--- src/design/mf8_pkg.sv ---
// Package for the minifloat adder: field widths, constants and the stage payload types.
// No dependencies.
`timescale 1ns / 1ps
package mf8_pkg;
   localparam int MagWidth = 19;   // (8+7) << 15 = 491520 needs 19 bits
   localparam int SumWidth = 20;   // magnitude sum, one bit of growth over 19
   localparam logic [3:0] ExpMax = 4'hF;

   // Decoded operand pair.
   typedef struct packed {
      logic                a_sign;
      logic [MagWidth-1:0] a_mag;
      logic                b_sign;
      logic [MagWidth-1:0] b_mag;
      logic                last;
   } dec_type;

   // Signed-magnitude sum.
   typedef struct packed {
      logic                sign;
      logic [SumWidth-1:0] mag;
      logic                last;
   } add_type;

   // Leading-one position found.
   typedef struct packed {
      logic                sign;
      logic [SumWidth-1:0] mag;
      logic [4:0]          pos;
      logic                last;
   } lzd_type;
endpackage

--- src/design/minifloat8_e4m3_adder.sv ---
// Top level of the minifloat adder: a four-stage pipeline with a skid-free stall.
// Depends on mf8_pkg.
`timescale 1ns / 1ps
// Usage: the req_ channel carries one operand pair per transaction; the rsp_
// channel returns the encoded sum of that pair with its tlast copied over.
// A pair accepted on req_ passes through the four register stages (decode, add,
// leading-one search, encode) before it is offered on rsp_. Throughput is one
// transaction per cycle while rsp_tready stays high; each stage takes a new item
// every cycle unless the stage after it is full and held.
// When rsp_tready is low and the output stage holds a result, every full stage
// up to the first empty one holds; req_tready drops only when all four stages
// are full, so nothing is lost or repeated. Stages ahead of a bubble still
// advance while stalled.
// Reset clears all valid bits; the payload registers are not reset.
module minifloat8_e4m3_adder
   import mf8_pkg::*;
(
   input  logic        clock,
   input  logic        reset,
   input  logic        req_tvalid,
   output logic        req_tready,
   input  logic [15:0] req_tdata,   // a_code [7:0], b_code [15:8]
   input  logic        req_tlast,
   output logic        rsp_tvalid,
   input  logic        rsp_tready,
   output logic [7:0]  rsp_tdata,   // sum_code [7:0]
   output logic        rsp_tlast
);
   logic    v1_ff, v2_ff, v3_ff, v4_ff;
   logic    v1_in, v2_in, v3_in, v4_in;
   logic    en1, en2, en3, en4;
   dec_type s1_ff, s1_in;
   add_type s2_ff, s2_in;
   lzd_type s3_ff, s3_in;
   logic [7:0] s4_ff, s4_in;
   logic       l4_ff;

   // Stage enables: a stage loads when the stage after it will have room.
   assign en4 = !v4_ff || rsp_tready;
   assign en3 = !v3_ff || en4;
   assign en2 = !v2_ff || en3;
   assign en1 = !v1_ff || en2;
   assign req_tready = en1;

   assign v1_in = en1 ? req_tvalid : v1_ff;
   assign v2_in = en2 ? v1_ff : v2_ff;
   assign v3_in = en3 ? v2_ff : v3_ff;
   assign v4_in = en4 ? v3_ff : v4_ff;

   // Decode both codes into magnitudes in units of 2^-10.
   always_comb begin
      logic [3:0] ea, eb;
      ea = req_tdata[6:3];
      eb = req_tdata[14:11];
      s1_in.a_sign = req_tdata[7];
      s1_in.b_sign = req_tdata[15];
      s1_in.a_mag  = (req_tdata[6:0] == 7'd0) ? 19'd0 : ({16'd1, req_tdata[2:0]} << ea);
      s1_in.b_mag  = (req_tdata[14:8] == 7'd0) ? 19'd0 : ({16'd1, req_tdata[10:8]} << eb);
      s1_in.last   = req_tlast;
   end

   // Signed-magnitude add.
   always_comb begin
      logic [19:0] am, bm;
      am = {1'b0, s1_ff.a_mag};
      bm = {1'b0, s1_ff.b_mag};
      s2_in.last = s1_ff.last;
      if (s1_ff.a_sign == s1_ff.b_sign) begin
         s2_in.sign = s1_ff.a_sign;
         s2_in.mag  = am + bm;
      end else if (am >= bm) begin
         s2_in.sign = s1_ff.a_sign;
         s2_in.mag  = am - bm;
      end else begin
         s2_in.sign = s1_ff.b_sign;
         s2_in.mag  = bm - am;
      end
   end

   // Leading-one position of the magnitude.
   always_comb begin
      s3_in.sign = s2_ff.sign;
      s3_in.mag  = s2_ff.mag;
      s3_in.last = s2_ff.last;
      s3_in.pos  = 5'd0;
      for (int i = 0; i < SumWidth; i++) begin
         if (s2_ff.mag[i]) s3_in.pos = 5'(i);
      end
   end

   // Encode: clamp the exponent, take three truncated fraction bits.
   always_comb begin
      logic [19:0] norm;
      logic [3:0]  ex;
      norm = s3_ff.mag << (5'd19 - s3_ff.pos);
      if (s3_ff.pos < 5'd3)       ex = 4'd0;
      else if (s3_ff.pos > 5'd18) ex = ExpMax;
      else                        ex = 4'(s3_ff.pos - 5'd3);
      if (s3_ff.mag == 20'd0) s4_in = 8'h00;
      else                    s4_in = {s3_ff.sign, ex, norm[18:16]};
   end

   always_ff @(posedge clock) begin
      if (reset) begin
         v1_ff <= 1'b0;
         v2_ff <= 1'b0;
         v3_ff <= 1'b0;
         v4_ff <= 1'b0;
      end else begin
         v1_ff <= v1_in;
         v2_ff <= v2_in;
         v3_ff <= v3_in;
         v4_ff <= v4_in;
      end
   end

   always_ff @(posedge clock) begin
      if (en1) s1_ff <= s1_in;
      if (en2) s2_ff <= s2_in;
      if (en3) s3_ff <= s3_in;
      if (en4) begin
         s4_ff <= s4_in;
         l4_ff <= s3_ff.last;
      end
   end

   assign rsp_tvalid = v4_ff;
   assign rsp_tdata  = s4_ff;
   assign rsp_tlast  = l4_ff;

   // A held result keeps its data while the receiver stalls.
   a_hold: assert property (@(posedge clock) disable iff (reset)
      rsp_tvalid && !rsp_tready |=> rsp_tvalid && $stable(rsp_tdata))
      else $error("result changed under stall");
   // The input side is never ready while a full pipeline is stalled.
   a_full: assert property (@(posedge clock) disable iff (reset)
      v1_ff && v2_ff && v3_ff && v4_ff && !rsp_tready |-> !req_tready)
      else $error("ready while stalled and full");
   // A zero sum is always encoded as positive zero.
   a_zero: assert property (@(posedge clock) disable iff (reset)
      v3_ff && en4 && s3_ff.mag == 20'd0 |=> rsp_tdata == 8'h00)
      else $error("zero sum not encoded as 0x00");
endmodule

--- config.mk ---
export PLATFORM = sky130hd
export DESIGN_NAME = minifloat8_e4m3_adder
export DESIGN_NICKNAME = d
export VERILOG_FILES = /design/src/design/mf8_pkg.sv /design/src/design/minifloat8_e4m3_adder.sv
export SDC_FILE = /design/constraint.sdc
export NUM_CORES = 1
export LEC_CHECK = 0
export ABC_AREA = 1
export ABC_CLOCK_PERIOD_IN_PS = 3450
export BUFFER_PORTS_ARGS = -buffer_cell sky130_fd_sc_hd__buf_2
export CORE_ASPECT_RATIO = 0.6
export CORE_MARGIN = 1.5
export CORE_UTILIZATION = 40
export DETAILED_ROUTE_END_ITERATION = 10
export HOLD_SLACK_MARGIN = 0.02
export PLACE_DENSITY = 0.59
export SYNTH_ARGS = -nofsm -noshare
export SYNTH_HDL_FRONTEND = slang
export SYNTH_SLANG_ARGS = --single-unit
--- constraint.sdc ---
create_clock -name clock -period 3.45 [get_ports clock]
set_input_delay 0.345 -clock clock [delete_from_list [all_inputs] [get_ports clock]]
set_output_delay 0.345 -clock clock [all_outputs]
set_load 0.02 [all_outputs]
=== Word level (Yosys, flattened, before mapping) ===
Index checks and enable logic that the tools add are counted.

* $add $sub $neg: 5
* $lt $le $gt $ge: 3
* Equality and inequality tests: 1
* Shifts and indexed selects: 3
* Muxes and demuxes: 21
* Reductions and logical operators: 14

{| class="wikitable"
|+ Operators by type and width
! operator !! number
|-
| 5-bit 2-to-1 mux || 14
|-
| 21-bit 2-to-1 mux || 2
|-
| 19-bit by 19-bit subtractor with 20-bit output || 2
|-
| 4-bit by 4-bit left shift with 19-bit output || 2
|-
| 19-bit by 19-bit adder with 20-bit output || 1
|-
| 20-bit logical NOT || 1
|-
| 20-bit by 5-bit left shift with 19-bit output || 1
|-
| 19-bit greater-or-equal comparator || 1
|-
| 7-bit logical NOT || 2
|-
| 5-bit greater-than comparator (second input constant) || 1
|-
| 5-bit by 2-bit less-than comparator with 1-bit output (second input constant) || 1
|-
| 5-bit subtractor (first input constant) || 1
|-
| 1-bit logical NOT || 4
|-
| 1-bit logical OR || 4
|-
| 2-bit 2-to-1 mux || 2
|-
| 4-bit 2-to-1 mux || 1
|-
| 2-bit OR reduction || 2
|-
| 4-bit OR reduction || 1
|-
| 4-bit by 2-bit subtractor with 4-bit output (second input constant) || 1
|-
| 1-bit 2-to-1 mux || 2
|-
| 1-bit equality test || 1
|}

* Bits in registers: 103
* Input port bits: 21
* Output and inout port bits: 11
* Word-level logic and storage cells: 68

=== Depth between registers and ports, before layout ===
* Word-level depth: 18
* Depth in mapped cells: 17
* Depth with buffers taken out: 17

=== Worst setup path after synthesis ===
Ideal clock, no wire load.

* Path kind: reg2reg
* Start point: register v4_ff, in the netlist rsp_tvalid
* End point: register s1_ff[0] in the netlist's numbering (enable)
* Data arrival time: 2504 ps
* Data required time: 3044 ps
* Setup slack: 540 ps
* Stages on the path, launching flop included: 8
* Buffers on the path: 0
* Clock period less this slack: 2910 ps
* Path through: dfxtp_1 inv_1 nor2_1 inv_1 nor2_1 inv_1 nor2_1 nand2_1

* Cells in the longest elaborated chain, start to end: 5

{| class="wikitable"
|+ Ends and longest elaborated chain
! item !! RTL line !! RTL
|-
| start: declaration || minifloat8_e4m3_adder.sv:29 || <nowiki>logic v1_ff, v2_ff, v3_ff, v4_ff;</nowiki>
|-
| start signal: assignment || minifloat8_e4m3_adder.sv:113 || <nowiki>v4_ff <= v4_in;</nowiki>
|-
| 1-bit logical NOT || minifloat8_e4m3_adder.sv:39 || <nowiki>assign en4 = !v4_ff || rsp_tready;</nowiki>
|-
| 1-bit logical OR || minifloat8_e4m3_adder.sv:39 ||
|-
| via en4 || minifloat8_e4m3_adder.sv:31 || <nowiki>logic en1, en2, en3, en4;</nowiki>
|-
| 1-bit logical OR || minifloat8_e4m3_adder.sv:40 || <nowiki>assign en3 = !v3_ff || en4;</nowiki>
|-
| via en3 || minifloat8_e4m3_adder.sv:31 ||
|-
| 1-bit logical OR || minifloat8_e4m3_adder.sv:41 || <nowiki>assign en2 = !v2_ff || en3;</nowiki>
|-
| 1-bit logical OR || minifloat8_e4m3_adder.sv:42 || <nowiki>assign en1 = !v1_ff || en2;</nowiki>
|-
| via req_tready || minifloat8_e4m3_adder.sv:21 || <nowiki>output logic req_tready,</nowiki>
|-
| end signal: assignment || minifloat8_e4m3_adder.sv:118 || <nowiki>if (en1) s1_ff <= s1_in;</nowiki>
|-
| end: declaration || minifloat8_e4m3_adder.sv:32 || <nowiki>dec_type s1_ff, s1_in;</nowiki>
|}

The timed path passes the listed nets, and every way through them passes these cells.
A chain may end at the register's enable or synchronous reset.

==> implementation parameters <==
Parameter                              Value

Cells and area
  FF+latch area ... 3050 um^2
  Final Instance Area ... 8970 um^2
  Syn-to-layout area delta ... 7.38%
  Proportion of layout cells with a drive suffix above 1 ... 9.84%
  ANT cells ... 0
  Area of combinational cells with multiple inputs ... 4480 um^2
  Post-Route Utilization ... 44.4%
  Non-filler cells in the finished layout ... 1391
  Most frequent standard cell in the layout excluding fill and tap cells ... nand2_1
  Fillers ... 2054
  Total Nets Final ... 1196
  Highest-count cells in the layout ignoring fill and taps ... nand2_1, inv_1, nor2_1, edfxtp_1, a21oi_1

Clocking
  Number of buffers added for setup after CTS ... 0
  Max clock buf depth ... 2
  Max H-tree Level ... 3
  Clock Tree Root ... clkbuf_16
  CTS tree ... built
  Total clock buffers created by CTS ... 9
  Insertion delay of the later-clocked pin in the worst-skew pair ... 0.38 ns
  Clock sink count ... 103
  Clock input transition at the sequential cells of the worst setup and hold paths ... 0.07 ns
  Number of gates resized after cts ... 0
  Count of hold buffers inserted by post-cts repair ... 0

Setup path
  Startpoint-to-endpoint class of the critical path ... flop to flop
  Startpoint class of the critical path ... flop
  CP required ... 3.58 ns
  Highest net fanout along the worst path ... 4
  First element of the critical path ... s1_ff[1]
  Startpoint of the most critical register-to-register path ... s1_ff[1]
  WP data arrival ... 3.13 ns
  Worst setup EP type ... flop

Placement
  Total placed cells including tap cells ... 1375
  I/O Buffers ... 31
  Cell area after placement ... 8670 um^2
  Pre-CTS worst setup slack ... 0.582 ns
  Routability congestion estimate ... 1.04
  Hpwl dp ... 21.0 mm

Synthesis
  Syn_nets ... 1180
  Per-instance average area after synthesis ... 7.61 um^2
  Number of enable flip-flop cells after synthesis ... 99
  Unique masters post-synth ... 52
  Post-Synthesis Cells ... 1097
  Largest area contributor in the synthesized netlist ... edfxtp_1
  Flops & latches, synth ... 103
  Fraction of the yosys area taken by sequential cells ... 36.5%
  Synth top area share ... 35.6%
  Biggest area contributors in the synthesized netlist ... edfxtp_1, nand2_1, ha_1, inv_1, nor2_1
  Post-synth design cell area ... 8350 um^2
  Flip-flop cell with the highest count after synthesis ... edfxtp_1
  Number of warnings printed during yosys synthesis ... 0
  Fraction of synthesis flops using an asynchronous set or reset pin ... 0%

Drt
  Final routed wirelength across all metal layers ... 25.6 mm
  Post-DRT Antenna Nets ... 0
  DR vias ... 7525
  Number of remaining DRC errors ... 0
  DRC violation total after the first TritonRoute iteration ... 931
  Number of vias per cell after detailed routing ... 5.41
  Wire length per cell ... 18.4 um
  First-pass iteration count of the detailed router ... 5

Global routing
  Initial antenna violation count ... 1
  Overflow left after global routing ... 0
  Global-route wire length before repair ... 39.7 mm
  Total routing resource utilization after global routing ... 24.6%
  Largest net degree at the start of global routing ... 41
  Number of global-route vias before repair ... 6770

Floorplan
  Starting density of the core ... 41.3%
  Row cnt ... 40
  Core ar. ... 20200 um^2
  Overall die area ... 21800 um^2
  Die Span X ... 190 um
  Die height ... 115 um
  Top Ports ... 32

Pwr
  Relative contribution of the clock network to total power ... 22.1%
  Sum of internal, switching and leakage power ... 4.95 mW
  Leak pwr ... 4.20 nW
  Net Sw Frac ... 41.6%
  Net switching power ... 2.06 mW
  Combinational Power Share ... 39.9%
  Internal power ... 2.89 mW
  Sequential fraction of design power ... 37.9%
  Worst voltage drop across the vdd grid ... 0.248 mV
  PD cells ... 552 nW/um^2

Flow run
  Count of maximum capacitance violations ... 0

Timing
  Upper clock frequency limit ... 333 MHz
  Rel. slew slack ... 38.6%
  Final Worst Setup Slack ... 0.447 ns
  Portion of the clock cycle consumed by the worst path in the final layout ... 87.0%
  Total negative setup slack ... 0 ns
  Unrepaired setup endpoints after global routing ... false
  Minimum clock period ... 3.00 ns
  Final number of hold-violating endpoints ... 0
  Max Clock Skew ... 0.0100 ns
  Pins Over Slew Limit ... 0
  Final Hold Slack ... 0.142 ns
  Tightest Pin Transition ... 0.919 ns
  Finish-stage setup viols ... 0

Status
  Outcome ... finished clean

Worst hold path
  Path class of the lowest-slack min-delay path ... primary input to flop
  Startpoint of the lowest-slack hold path ... req_tdata[15]
## kinds of logic (layout without fill, tap and decap cells)
group / count (synthesis) / after routing / share of synthesized area [%]
and+or+nand+nor: 498 / 498 / 25.4
AOI/OAI and AO/OA: 205 / 205 / 14.4
buffers and inverters: 189 / 210 / 9.90
DFF: 103 / 103 / 36.5
adders and majority gates: 62 / 62 / 9.56
xor gates and xnor gates: 39 / 39 / 4.09
muxes: 1 / 1 / 0.120
## critical path, stage by stage, from the launching register on
cell	delay (ns)
edfxtp_1	0.38
inv_1	0.06
ha_1	0.27
fa_1	0.54
o21ai_0	0.53
a21oi_1	0.30
inv_1	0.21
nand2_1	0.12
nand3_1	0.09
nand2_1	0.06
nand2_1	0.05
nand2_1	0.05
nand2_1	0.06
nand2_1	0.06
## worst paths after layout
check,end,depth (start not counted),slack (ns)
setup / recovery,s2_ff[17],13,0.45
hold / removal,s1_ff[20],1,0.14
setup reg to reg,s2_ff[17],13,0.45
hold reg to reg,s3_ff[0],0,0.42
## synthesized netlist by cell type, drive strengths merged (2+ instances only)
library cell and n:
a21o 2, a21oi 87, a31oi 5, buf 23, clkbuf 10, dfxtp 4
edfxtp 99, fa 3, ha 59, inv 155, nand2 282, nand3 47
nand4 11, nor2 131, nor3 16, nor4 9, o211ai 6, o21a 3
o21ai 82, o21bai 7, o31ai 4, o41ai 2, or2 2, xnor2 4
xor2 35
## layout make-up
cell class,count,share of cell area [%]
Inverter,156,6.56
Sequential cell,103,34.0
Clock buffer,10,2.55
Timing Repair Buffer,38,2.32
Multi-Input combinational cell,805,49.9
Clock inverter,6,0.837
Tap cell,273,3.81
## metal layers
| metal | vias to the layer above | part of all wire, % | global-route usage (%) |
|---|---|---|---|
| li1 | 3633 | - | - |
| met1 | 3502 | 55 | 41.8 |
| met2 | 368 | 32 | 27.9 |
| met3 | 22 | 12 | 7.88 |
| met4 | 0 | 0.98 | 4.71 |
| met5 | - | 0 | 0 |
## power by group through the flow
stage | clock [mW] | combinational (mW) | sequential [mW]
finish | 1.10 | 1.98 | 1.88
global route | 1.15 | 2.20 | 1.91
CTS | 1.12 | 1.92 | 1.87
detailed placement | 0 | 1.91 | 1.90
global placement | 0 | 1.92 | 1.90
floorplan | 0 | 1.42 | 1.87
## registers in the layout (all words and copies together) (netlist names)
| name | count |
|---|---|
| s3_ff | 27 |
| v2_ff | 1 |
| rsp_tlast | 1 |
| v3_ff | 1 |
| rsp_tdata | 8 |
| s1_ff | 41 |
| v1_ff | 1 |
| rsp_tvalid | 1 |
| s2_ff | 22 |
No activity file was read; power rests on OpenSTA's default activity.
